[src/sv/stereo_balance_mixer_core_macros.svh]
// ----------------------------------------------------------------------------
// Assertion macros for the stereo balance mixer
// Concurrent checks on the core clock, off in synthesis.
// ----------------------------------------------------------------------------
`ifndef STEREO_BALANCE_MIXER_CORE_MACROS_SVH
`define STEREO_BALANCE_MIXER_CORE_MACROS_SVH

`ifndef SYNTHESIS
// antecedent implies consequent in the same cycle
`define SBM_ASSERT_SAME(label, ante, cons) \
   label: assert property (@(posedge clock) disable iff (reset) (ante) |-> (cons)) \
      else $error("sbm check failed");
// antecedent implies consequent in the next cycle
`define SBM_ASSERT_NEXT(label, ante, cons) \
   label: assert property (@(posedge clock) disable iff (reset) (ante) |=> (cons)) \
      else $error("sbm check failed");
`else
`define SBM_ASSERT_SAME(label, ante, cons)
`define SBM_ASSERT_NEXT(label, ante, cons)
`endif

`endif

[src/sv/sbm_pkg.sv]
// ----------------------------------------------------------------------------
// Stereo balance mixer package
// Payload types, register codes and arithmetic constants.
// ----------------------------------------------------------------------------
package sbm_pkg;

   // register indexes
   localparam int unsigned CSR_IDX_W = 3;
   localparam logic [CSR_IDX_W-1:0] CSR_STREAM_BALANCE = 3'd0;
   localparam logic [CSR_IDX_W-1:0] CSR_MAIN_PAN       = 3'd1;
   localparam logic [CSR_IDX_W-1:0] CSR_SUB_PAN        = 3'd2;
   localparam logic [CSR_IDX_W-1:0] CSR_MAIN_MONO      = 3'd3;
   localparam logic [CSR_IDX_W-1:0] CSR_SUB_MONO       = 3'd4;

   localparam int unsigned PCT_W  = 7;
   localparam int unsigned COEF_W = 10;   // coefficients up to 1000
   localparam int unsigned SUM_W  = 29;

   localparam logic [PCT_W-1:0] PCT_MAX = 7'd100;

   // reset values of the registers
   localparam logic [PCT_W-1:0] RST_STREAM_BALANCE = 7'd50;
   localparam logic [PCT_W-1:0] RST_MAIN_PAN       = 7'd0;
   localparam logic [PCT_W-1:0] RST_SUB_PAN        = 7'd100;

   typedef struct packed {
      logic signed [15:0] main_left;
      logic signed [15:0] main_right;
      logic signed [15:0] sub_left;
      logic signed [15:0] sub_right;
      logic               sub_present;
   } req_type;

   typedef struct packed {
      logic signed [15:0] mix_left;
      logic signed [15:0] mix_right;
   } rsp_type;

   typedef struct packed {
      logic main_mono;
      logic sub_mono;
   } mode_type;

   typedef struct packed {
      logic [COEF_W-1:0] main_left;
      logic [COEF_W-1:0] sub_left;
      logic [COEF_W-1:0] main_right;
      logic [COEF_W-1:0] sub_right;
   } coef_type;

   typedef struct packed {
      logic signed [SUM_W-1:0] left;
      logic signed [SUM_W-1:0] right;
   } sum_type;

endpackage

[src/sv/sbm_coef.sv]
// ----------------------------------------------------------------------------
// Mixing coefficient unit
// Clamped percent products, then exact /10 by reciprocal, two stages.
// ----------------------------------------------------------------------------
module sbm_coef
   import sbm_pkg::*;
(
   input  logic             clock,
   input  logic             reset,
   input  logic [PCT_W-1:0] stream_balance,
   input  logic [PCT_W-1:0] main_pan,
   input  logic [PCT_W-1:0] sub_pan,
   output coef_type         coef
);

   localparam int unsigned PROD_W = 14;
   localparam int unsigned WIDE_W = 27;
   // floor(x * 6554 / 2^16) == floor(x / 10) for x up to 10000
   localparam logic [12:0] RECIP_10 = 13'd6554;
   localparam int unsigned RECIP_SH = 16;

   localparam int RST_ML = (PCT_MAX - RST_MAIN_PAN) * (PCT_MAX - RST_STREAM_BALANCE);
   localparam int RST_SL = (PCT_MAX - RST_SUB_PAN) * RST_STREAM_BALANCE;
   localparam int RST_MR = RST_MAIN_PAN * (PCT_MAX - RST_STREAM_BALANCE);
   localparam int RST_SR = RST_SUB_PAN * RST_STREAM_BALANCE;

   logic [PCT_W-1:0]  bal, mp, sp;
   logic [PROD_W-1:0] prod_ml_ff, prod_sl_ff, prod_mr_ff, prod_sr_ff;
   logic [PROD_W-1:0] prod_ml_in, prod_sl_in, prod_mr_in, prod_sr_in;
   coef_type          coef_ff, coef_in;

   function automatic logic [PCT_W-1:0] clamp_pct(input logic [PCT_W-1:0] v);
      return (v > PCT_MAX) ? PCT_MAX : v;
   endfunction

   function automatic logic [PROD_W-1:0] mul_pct(input logic [PCT_W-1:0] a,
                                                 input logic [PCT_W-1:0] b);
      logic [PROD_W-1:0] ax, bx;
      ax = {{(PROD_W-PCT_W){1'b0}}, a};
      bx = {{(PROD_W-PCT_W){1'b0}}, b};
      return ax * bx;
   endfunction

   function automatic logic [COEF_W-1:0] div10(input logic [PROD_W-1:0] p);
      logic [WIDE_W-1:0] w;
      w = {{(WIDE_W-PROD_W){1'b0}}, p} * {{(WIDE_W-13){1'b0}}, RECIP_10};
      return w[RECIP_SH+COEF_W-1:RECIP_SH];
   endfunction

   always_comb begin
      bal = clamp_pct(stream_balance);
      mp  = clamp_pct(main_pan);
      sp  = clamp_pct(sub_pan);
      prod_ml_in = mul_pct(PCT_MAX - mp, PCT_MAX - bal);
      prod_sl_in = mul_pct(PCT_MAX - sp, bal);
      prod_mr_in = mul_pct(mp, PCT_MAX - bal);
      prod_sr_in = mul_pct(sp, bal);
      coef_in.main_left  = div10(prod_ml_ff);
      coef_in.sub_left   = div10(prod_sl_ff);
      coef_in.main_right = div10(prod_mr_ff);
      coef_in.sub_right  = div10(prod_sr_ff);
   end

   // reset to the values the reset registers give, so no warm-up is needed
   always_ff @(posedge clock) begin
      if (reset) begin
         prod_ml_ff <= PROD_W'(RST_ML);
         prod_sl_ff <= PROD_W'(RST_SL);
         prod_mr_ff <= PROD_W'(RST_MR);
         prod_sr_ff <= PROD_W'(RST_SR);
         coef_ff.main_left  <= COEF_W'(RST_ML / 10);
         coef_ff.sub_left   <= COEF_W'(RST_SL / 10);
         coef_ff.main_right <= COEF_W'(RST_MR / 10);
         coef_ff.sub_right  <= COEF_W'(RST_SR / 10);
      end else begin
         prod_ml_ff <= prod_ml_in;
         prod_sl_ff <= prod_sl_in;
         prod_mr_ff <= prod_mr_in;
         prod_sr_ff <= prod_sr_in;
         coef_ff    <= coef_in;
      end
   end

   assign coef = coef_ff;

endmodule

[src/sv/sbm_mac.sv]
// ----------------------------------------------------------------------------
// Mixing multiply-accumulate pipeline
// Input register, sub select and mono fold, products, column sums.
// ----------------------------------------------------------------------------
module sbm_mac
   import sbm_pkg::*;
(
   input  logic     clock,
   input  logic     reset,
   input  logic     in_valid,
   output logic     in_ready,
   input  req_type  in_item,
   input  mode_type mode,
   input  coef_type coef,
   output logic     out_valid,
   input  logic     out_ready,
   output sum_type  out_sum
);

   localparam int unsigned FOLD_W = 17;
   localparam int unsigned MUL_W  = 28;

   // stage 0: registered input with sub select
   logic               v0_ff;
   logic signed [15:0] ml_ff, mr_ff, sl_ff, sr_ff;
   // stage 1: folded samples
   logic                     v1_ff;
   logic signed [FOLD_W-1:0] fml_ff, fmr_ff, fsl_ff, fsr_ff;
   logic signed [FOLD_W-1:0] fml_in, fmr_in, fsl_in, fsr_in;
   // stage 2: products
   logic                    v2_ff;
   logic signed [MUL_W-1:0] pml_ff, psl_ff, pmr_ff, psr_ff;
   // stage 3: sums
   logic    v3_ff;
   sum_type sum_ff, sum_in;

   logic en0, en1, en2, en3;

   function automatic logic signed [FOLD_W-1:0] fold(input logic mono,
                                                     input logic signed [15:0] a,
                                                     input logic signed [15:0] b);
      logic signed [FOLD_W-1:0] ax, bx;
      ax = {a[15], a};
      bx = {b[15], b};
      return mono ? (ax + bx) : (ax <<< 1);
   endfunction

   function automatic logic signed [MUL_W-1:0] mul(input logic signed [FOLD_W-1:0] s,
                                                   input logic [COEF_W-1:0] k);
      logic signed [MUL_W-1:0] sx, kx;
      sx = {{(MUL_W-FOLD_W){s[FOLD_W-1]}}, s};
      kx = {{(MUL_W-COEF_W){1'b0}}, k};
      return sx * kx;
   endfunction

   // bubbles collapse: a stage moves when it is empty or the next one moves
   assign en3 = !v3_ff || out_ready;
   assign en2 = !v2_ff || en3;
   assign en1 = !v1_ff || en2;
   assign en0 = !v0_ff || en1;
   assign in_ready = en0;

   always_comb begin
      fml_in = fold(mode.main_mono, ml_ff, mr_ff);
      fmr_in = fold(mode.main_mono, mr_ff, ml_ff);
      fsl_in = fold(mode.sub_mono, sl_ff, sr_ff);
      fsr_in = fold(mode.sub_mono, sr_ff, sl_ff);
      sum_in.left  = {pml_ff[MUL_W-1], pml_ff} + {psl_ff[MUL_W-1], psl_ff};
      sum_in.right = {pmr_ff[MUL_W-1], pmr_ff} + {psr_ff[MUL_W-1], psr_ff};
   end

   always_ff @(posedge clock) begin
      if (reset) begin
         v0_ff <= 1'b0;
         v1_ff <= 1'b0;
         v2_ff <= 1'b0;
         v3_ff <= 1'b0;
      end else begin
         if (en0) v0_ff <= in_valid;
         if (en1) v1_ff <= v0_ff;
         if (en2) v2_ff <= v1_ff;
         if (en3) v3_ff <= v2_ff;
      end
   end

   always_ff @(posedge clock) begin
      if (en0) begin
         ml_ff <= in_item.main_left;
         mr_ff <= in_item.main_right;
         sl_ff <= in_item.sub_present ? in_item.sub_left  : in_item.main_left;
         sr_ff <= in_item.sub_present ? in_item.sub_right : in_item.main_right;
      end
      if (en1) begin
         fml_ff <= fml_in;
         fmr_ff <= fmr_in;
         fsl_ff <= fsl_in;
         fsr_ff <= fsr_in;
      end
      if (en2) begin
         pml_ff <= mul(fml_ff, coef.main_left);
         psl_ff <= mul(fsl_ff, coef.sub_left);
         pmr_ff <= mul(fmr_ff, coef.main_right);
         psr_ff <= mul(fsr_ff, coef.sub_right);
      end
      if (en3) sum_ff <= sum_in;
   end

   assign out_valid = v3_ff;
   assign out_sum   = sum_ff;

endmodule

[src/sv/sbm_scale.sv]
// ----------------------------------------------------------------------------
// Output scaling pipeline
// Truncating /2000 by shift and reciprocal, then 16-bit saturation.
// ----------------------------------------------------------------------------
module sbm_scale
   import sbm_pkg::*;
(
   input  logic    clock,
   input  logic    reset,
   input  logic    in_valid,
   output logic    in_ready,
   input  sum_type in_sum,
   output logic    out_valid,
   input  logic    out_ready,
   output rsp_type out_item
);

   localparam int unsigned N_W    = 24;   // magnitude / 16
   localparam int unsigned RCP_W  = 25;
   localparam int unsigned WIDE_W = N_W + RCP_W;
   localparam int unsigned RCP_SH = 31;
   localparam int unsigned Q_W    = 18;
   // floor(n * ceil(2^31/125) / 2^31) == floor(n / 125) for n below 2^24
   localparam logic [RCP_W-1:0] RECIP_125 = 25'd17179870;
   localparam logic [Q_W-1:0]   POS_LIM   = 18'd32767;
   localparam logic [Q_W-1:0]   NEG_LIM   = 18'd32768;

   typedef struct packed {
      logic           neg;
      logic [N_W-1:0] n;
   } mag_type;

   typedef struct packed {
      logic           neg;
      logic [Q_W-1:0] q;
   } quot_type;

   logic     v4_ff, v5_ff, v6_ff;
   mag_type  ml_ff, mr_ff;
   quot_type ql_ff, qr_ff;
   rsp_type  out_ff, out_in;
   logic     en4, en5, en6;

   function automatic mag_type to_mag(input logic signed [SUM_W-1:0] s);
      mag_type          m;
      logic [SUM_W-1:0] a;
      a     = s[SUM_W-1] ? (~s + SUM_W'(1)) : s;
      m.neg = s[SUM_W-1];
      m.n   = a[N_W+3:4];
      return m;
   endfunction

   function automatic quot_type to_quot(input mag_type m);
      quot_type          r;
      logic [WIDE_W-1:0] w;
      w     = {{RCP_W{1'b0}}, m.n} * {{N_W{1'b0}}, RECIP_125};
      r.neg = m.neg;
      r.q   = w[RCP_SH+Q_W-1:RCP_SH];
      return r;
   endfunction

   function automatic logic signed [15:0] sat(input quot_type r);
      logic [Q_W-1:0] t;
      if (!r.neg) begin
         t = (r.q > POS_LIM) ? POS_LIM : r.q;
      end else begin
         t = (r.q > NEG_LIM) ? NEG_LIM : r.q;
         t = ~t + Q_W'(1);
      end
      return t[15:0];
   endfunction

   assign en6 = !v6_ff || out_ready;
   assign en5 = !v5_ff || en6;
   assign en4 = !v4_ff || en5;
   assign in_ready = en4;

   always_comb begin
      out_in.mix_left  = sat(ql_ff);
      out_in.mix_right = sat(qr_ff);
   end

   always_ff @(posedge clock) begin
      if (reset) begin
         v4_ff <= 1'b0;
         v5_ff <= 1'b0;
         v6_ff <= 1'b0;
      end else begin
         if (en4) v4_ff <= in_valid;
         if (en5) v5_ff <= v4_ff;
         if (en6) v6_ff <= v5_ff;
      end
   end

   always_ff @(posedge clock) begin
      if (en4) begin
         ml_ff <= to_mag(in_sum.left);
         mr_ff <= to_mag(in_sum.right);
      end
      if (en5) begin
         ql_ff <= to_quot(ml_ff);
         qr_ff <= to_quot(mr_ff);
      end
      if (en6) out_ff <= out_in;
   end

   assign out_valid = v6_ff;
   assign out_item  = out_ff;

endmodule

[src/sv/stereo_balance_mixer_core.sv]
// ----------------------------------------------------------------------------
// Stereo balance mixer core
// Mixes a main and a sub stereo frame into one saturated stereo frame.
// ----------------------------------------------------------------------------
// One item is accepted every clock while req_stall is low; its result passes
// through an input register, the mono fold, four 17x10 products, the column
// sums, magnitude and shift, the reciprocal multiply that divides by 125, and
// the saturating output register. Each stage holds its own valid bit and
// empty stages are filled while the output is stalled, so req_stall only rises
// once all seven stages hold items and the result at the output is not taken.
// The mixing coefficients are built from the registers in two register
// stages that run ahead of the product stage, so a register write applies to
// every item accepted from the next cycle on. The register port is always
// ready; indexes beyond the register list are ignored.
// ----------------------------------------------------------------------------
`include "stereo_balance_mixer_core_macros.svh"

module stereo_balance_mixer_core
   import sbm_pkg::*;
(
   input  logic                 clock,
   input  logic                 reset,
   // frame input
   input  logic                 req_valid,
   output logic                 req_stall,
   input  req_type              req_payload,
   // mixed output
   output logic                 rsp_valid,
   input  logic                 rsp_stall,
   output rsp_type              rsp_payload,
   // register writes
   input  logic                 csr_valid,
   output logic                 csr_ready,
   input  logic [CSR_IDX_W-1:0] csr_index,
   input  logic [PCT_W-1:0]     csr_data
);

   logic [PCT_W-1:0] balance_ff, main_pan_ff, sub_pan_ff;
   mode_type         mode_ff;

   coef_type coef;
   sum_type  mac_sum;
   logic     mac_in_ready;
   logic     mac_valid;
   logic     scale_ready;

   assign csr_ready = 1'b1;

   // register file; only to be written by the user while no item is in flight (not enforced here)
   always_ff @(posedge clock) begin
      if (reset) begin
         balance_ff        <= RST_STREAM_BALANCE;
         main_pan_ff       <= RST_MAIN_PAN;
         sub_pan_ff        <= RST_SUB_PAN;
         mode_ff.main_mono <= 1'b0;
         mode_ff.sub_mono  <= 1'b0;
      end else if (csr_valid && csr_ready) begin
         case (csr_index)
            CSR_STREAM_BALANCE: balance_ff        <= csr_data;
            CSR_MAIN_PAN:       main_pan_ff       <= csr_data;
            CSR_SUB_PAN:        sub_pan_ff        <= csr_data;
            CSR_MAIN_MONO:      mode_ff.main_mono <= csr_data[0];
            CSR_SUB_MONO:       mode_ff.sub_mono  <= csr_data[0];
            default: begin
            end
         endcase
      end
   end

   // coefficient build, clamps percents above 100
   sbm_coef u_coef (
      .clock          (clock),
      .reset          (reset),
      .stream_balance (balance_ff),
      .main_pan       (main_pan_ff),
      .sub_pan        (sub_pan_ff),
      .coef           (coef)
   );

   // stages 0..3: select, fold, multiply, sum
   sbm_mac u_mac (
      .clock     (clock),
      .reset     (reset),
      .in_valid  (req_valid),
      .in_ready  (mac_in_ready),
      .in_item   (req_payload),
      .mode      (mode_ff),
      .coef      (coef),
      .out_valid (mac_valid),
      .out_ready (scale_ready),
      .out_sum   (mac_sum)
   );

   // stages 4..6: divide by 2000 (shift, then reciprocal), saturating output register
   sbm_scale u_scale (
      .clock     (clock),
      .reset     (reset),
      .in_valid  (mac_valid),
      .in_ready  (scale_ready),
      .in_sum    (mac_sum),
      .out_valid (rsp_valid),
      .out_ready (!rsp_stall),
      .out_item  (rsp_payload)
   );

   assign req_stall = !mac_in_ready;

   // input only backs up when the whole pipe is full and the output held
   `SBM_ASSERT_SAME(a_stall_only_when_full, req_stall, rsp_valid && rsp_stall && mac_valid)
   // an item at the stage boundary is never dropped while the scaler is busy
   `SBM_ASSERT_NEXT(a_boundary_holds, mac_valid && !scale_ready, mac_valid)
   // left plus right weight of one stream never exceeds full scale
   `SBM_ASSERT_SAME(a_main_bound, 1'b1, {1'b0, coef.main_left} + {1'b0, coef.main_right} <= 11'd1000)
   `SBM_ASSERT_SAME(a_sub_bound, 1'b1, {1'b0, coef.sub_left} + {1'b0, coef.sub_right} <= 11'd1000)

endmodule

[config.mk]
export PLATFORM = sky130hd
export DESIGN_NAME = stereo_balance_mixer_core
export DESIGN_NICKNAME = d
export VERILOG_FILES = /design/src/sv/sbm_pkg.sv /design/src/sv/sbm_coef.sv /design/src/sv/sbm_mac.sv /design/src/sv/sbm_scale.sv /design/src/sv/stereo_balance_mixer_core.sv
export VERILOG_INCLUDE_DIRS = /design/src /design/src/sv
export SDC_FILE = /design/constraint.sdc
export NUM_CORES = 2
export LEC_CHECK = 0
export BUFFER_PORTS_ARGS = -buffer_cell sky130_fd_sc_hd__buf_4
export CORE_ASPECT_RATIO = 1.5
export CORE_MARGIN = 5
export CORE_UTILIZATION = 70
export CTS_CLUSTER_SIZE = 12
export DETAILED_ROUTE_END_ITERATION = 6
export PLACE_DENSITY_LB_ADDON = 0.2
export SLEW_MARGIN = 20
export SYNTH_ARGS = -nofsm -noshare
export SYNTH_HDL_FRONTEND = slang
export SYNTH_SLANG_ARGS = --single-unit
[constraint.sdc]
create_clock -name clock -period 15.5 [get_ports clock]
set_clock_uncertainty 0.1 [all_clocks]
set_input_delay 3.1 -clock clock [delete_from_list [all_inputs] [get_ports clock]]
set_output_delay 3.1 -clock clock [all_outputs]
set_load 0.02 [all_outputs]
Yosys cells after proc, flatten, opt, wreduce, memory -nomap -nowiden
Cells that the tools add are included.
W data, S select, Z words.

storage, ports and cells
  register bits after elaboration = 546
  input port bits = 80
  output and inout bits = 35
  word-level logic and storage cells = 125

operators by class
  add/subtract/negate cells = 11
  multipliers = 14
  $lt $le $gt $ge = 7
  equality and inequality tests = 4
  muxes and demuxes = 17
  bitwise logic cells = 4
  reduce and logical (&&, ||, !) cells = 22

operators by type and width
  kind                      count
  $mux W16                  8
  $mul A17 B11 Y28          4
  $mul A14 B12 Y25 const B  4
  $mul A24 B24 Y48 const B  2
  $mux W17                  4
  $add A28 B28 Y29          2
  $add A28 B2 Y28 const B   2
  $mul A7 B7 Y14            4
  $mux W28                  2
  $not A28 Y28              2
  $gt A18 B15 Y1 const B    2
  $gt A18 B16 Y1 const B    2
  $add A16 B16 Y17          2
  $add A16 B1 Y16 const B   2
  $not A16 Y16              2
  $gt A7 B7 Y1 const B      3
  $mux W7                   3
  $sub A7 B7 Y7 const A     3
  $reduce_and A2 Y1         5
  $logic_not A1 Y1          9
  $logic_or A1 B1 Y1        7
  $eq A3 B2 Y1 const B      2
  $eq A3 B1 Y1 const B      1
  $eq A3 B3 Y1 const B      1
  $logic_not A3 Y1          1

Logic depth before layout (Yosys ltp)
  depth in word-level cells = 9
  depth in mapped cells = 29
  gate-level depth less buffers = 26

By module
A second synthesis with hierarchy kept.

second synthesis, totals
  cells, all modules = 8,547
  area total of the unflattened synthesis = 84,223.3 um^2

modules (own cells, without submodules)
  module                     times used  cells an instance  area each (um^2)  sequential area each (um^2)
  sbm_mac                    1           4,090              39,950.8          9,088.7
  sbm_scale                  1           2,304              23,622.7          3,663.5
  sbm_coef                   1           2,056              19,652.6          1,881.8
  stereo_balance_mixer_core  1           97                 997.2             460.4

Least setup slack after synthesis
OpenSTA, ideal clock, no wires.

  path type = input to output
  from = input port rsp_stall
  to = output port req_stall
  arrival time = 6.279 ns
  required time = 12.300 ns
  slack = 6.021 ns
  stages = 5
  buffers on the path = 1
  path through = and3_1 -> and3_1 -> clkbuf_1 -> nand4_1 -> inv_1

between the ends
  word-level cells in the longest chain between the ends = 9

ends and longest elaborated chain
  what                line                              RTL
  from (decl)         stereo_balance_mixer_core.sv:29   input logic rsp_stall,
  $logic_not A1 Y1    stereo_balance_mixer_core.sv:102  .out_ready (!rsp_stall),
  $logic_or A1 B1 Y1  sbm_scale.sv:73                   assign en6 = !v6_ff || out_ready;
  $logic_or A1 B1 Y1  sbm_scale.sv:74                   assign en5 = !v5_ff || en6;
  $logic_or A1 B1 Y1  sbm_scale.sv:75                   assign en4 = !v4_ff || en5;
  $logic_or A1 B1 Y1  sbm_mac.sv:57                     assign en3 = !v3_ff || out_ready;
  $logic_or A1 B1 Y1  sbm_mac.sv:58                     assign en2 = !v2_ff || en3;
  $logic_or A1 B1 Y1  sbm_mac.sv:59                     assign en1 = !v1_ff || en2;
  $logic_or A1 B1 Y1  sbm_mac.sv:60                     assign en0 = !v0_ff || en1;
  $logic_not A1 Y1    stereo_balance_mixer_core.sv:106  assign req_stall = !mac_in_ready;
  to (decl)           stereo_balance_mixer_core.sv:25   output logic req_stall,

Every way passes these cells.

Final worst setup path
Same ends and word-level chain as after synthesis.

==> metrics.txt <==
detailed-route via count=56200; Die H=~430 µm; share of layout cells above drive strength 1=3.760%; cts repair resizes=0; worst path cell trace=buf_4 -> and3_1 -> and3_1 -> nand4_1 -> buf_4 -> inv_1 -> buf_4; row cnt=154; Max Slew Vio Count=0; H-tree depth=2; clock transition at the registers of the reported paths=60 ps; Finished Layout Cells=between 9000 and 10000; root buf cell=clkbuf_16; Starting Density=between 70 and 80%; critical path depth in cells=7; Worst path top cell family by delay=buffers and inverters; RD Place Congestion=between 0.9 and 1; CP required=approximately 12000 ps; yosys warns=0; post-CTS setup buffers=0; GRT Total Usage=around 29%; vias in the first global route=~62000; hold buffers post-CTS=0; Crit path top cell by count=buf_4; dpl cells=9698; Fill cells=approximately 8300; CTS buffer count=58; Max-cap violations=0; WHS=~320 ps; remaining global-route overflow=0; headroom to the max-slew limit=between 30 and 40%; Seq cells post-synth=roughly 540; Worst Reg-to-Reg Cells=24; drt drc=0; Pre-Repair DR Iteration Count=5; main flop type after synthesis=edfxtp_1; final setup TNS=0 ps; Final Critical Period=between 8000 and 9000 ps; CP max stage cell=buf_4; Worst Path Arrival=roughly 5000 ps; Num Clock Sinks=around 540; hold depth=0; DP Wirelength=150.2 mm; CP max FO=66; Seq/Total Area, Yosys=18.28%; post-synth net total=~11000; DIE WIDTH=between 200 and 300 µm; initial antenna violation count=2; final hold violation count=0; Syn-to-layout area delta=5.061%; Post-synth EDFFs=420; largest net degree at the start of global routing=71; synthesized area=approximately 83000 µm²; Setup Viol. Count Final=0; Least-Margin Pin Slew=~1000 ps; Inserted Diodes=0; Clock Path Buffers=3; CP endpoint kind=primary output; Top Ports=approximately 120; critical path class=input pin to primary output; drt total wl=~180 mm; status=finished, final reports clean; FMAX=around 0.12 GHz; DR iter-0 viols=2659; first-pass GRT wire length=approximately 300 mm; # nets final=10870; hold crit path type=flip-flop to flip-flop; clock latency on the worst-skew pair=about 660 ps; Post-Synthesis Cells=between 8000 and 9000; Port-buffer cells=approximately 110; RSZ-0062 raised after global routing=false; CTS tree=yes; CP Launch Type=input pin; Die ar.=125100 µm²; Vias per Instance=~5.7; CP bufs+invs=4; Syn Area/Cell=between 10 and 15 µm²; Cell variety after synth=78; share of flip-flops with an asynchronous set or reset=0%; CP peak stage delay=between 600 and 700 ps; WL per Instance=18.11 µm; Core Box Area=about 120000 µm²; Final Cycle Share=between 50% and 60%; final antenna-violating net count=0
[flip-flops by register name, indices dropped and copies added, names as in the netlist, 25 cells and up]
name,cells
u_coef.coef,40
u_mac.out_sum,58
u_mac.pml_ff,28
u_mac.pmr_ff,28
u_mac.psl_ff,28
u_mac.psr_ff,28
u_scale.ml_ff,25
u_scale.mr_ff,25
u_scale.out_item,32
[final cells by class]
cell class,count,area [µm²],area share (%)
multi-input cells,5665,60080,69.25
flip-flops and latches,544,15090,17.40
inverters,1801,6760,7.792
well taps,1560,1952,2.250
clock buffers,84,1610,1.856
repair buffers,128,960.9,1.108
clock inverters,22,296.5,0.3418
[routing by layer]
layer  global-route usage, %  vias up  wire length [µm]
met2                   55.50     1397             95400
met5                       0        -                 8
met3                   2.880      502              6838
li1                        -    26200                 -
met1                   32.94    28100             64790
met4                   13.88        2             10490
[final timing paths]
path | start | endpoint | slack (ps)
max | rsp_stall | req_stall | 7290
min | u_scale.ml_ff[24] | u_scale.ql_ff[18] | 320
max reg2reg | balance_ff[6] | u_coef.prod_mr_ff[13] | 7530
min reg2reg | u_scale.ml_ff[24] | u_scale.ql_ff[18] | 320
[cells in the mapped netlist (all sizes together), types with 124 or more instances]
cell,number,area [µm²]
nor2,347,1303
o21ai,212,1065
fa,1254,25100
inv,1799,6753
a21oi,273,1366
and2,438,2740
xnor2,269,2356
nand2,512,1922
dfxtp,124,2482
clkbuf,161,604.3
ha,1339,16750
edfxtp,420,12610
[cell usage in the layout (no fill, tap or decap), types with 21 or more instances in the layout]
master,count
nand2_1,510
clkbuf_1,21
xnor2_1,269
nor2b_1,59
and3_1,48
or3_1,27
nand3_1,84
o21ai_0,206
mux2_2,43
buf_4,128
inv_1,1798
o31ai_1,31
xor2_1,63
o21bai_1,51
a211oi_1,25
and2_1,438
clkbuf_16,59
nor3_1,83
fa_1,1254
edfxtp_1,420
a21oi_1,273
nand2b_1,71
nor2_1,347
a21o_1,99
dfxtp_1,124
ha_1,1339
o21a_1,37
or2_2,29
[stage by stage]
step,area (µm²),utilization (%),worst slack (ps)
after floorplan,82580,-,6021
after global placement,84850,72.31,7346
after detailed placement,84850,72.31,7311
after CTS,86750,73.93,7302
after global routing,86750,73.93,6979
final,86750,73.93,7286
[worst register-to-register path: cells and delay by family, from the launching register on]
kind	cells	cell delay (ps)
AO/OA/AOI/OAI	9	2190
adder cells (fa/ha/maj)	6	2660
buffers and inverters	5	960
flip-flops	1	480
AND/OR/NAND/NOR	4	1410
[cells by family (layout without fill, tap and decap cells)]
kind of cell	count (synthesis)	after routing	synth area share, %
buf+inv	1976	2035	8.990
fa+ha+maj	2593	2593	50.69
flops	544	544	18.28
simple gates	1780	1780	10.79
other cells	1	1	0.004541
compound gates	897	897	6.905
mux	62	62	0.8167
xor+xnor	332	332	3.521
Power is not shown: default switching activity piles up to over one toggle a cycle in this logic, so the estimate is an artifact.
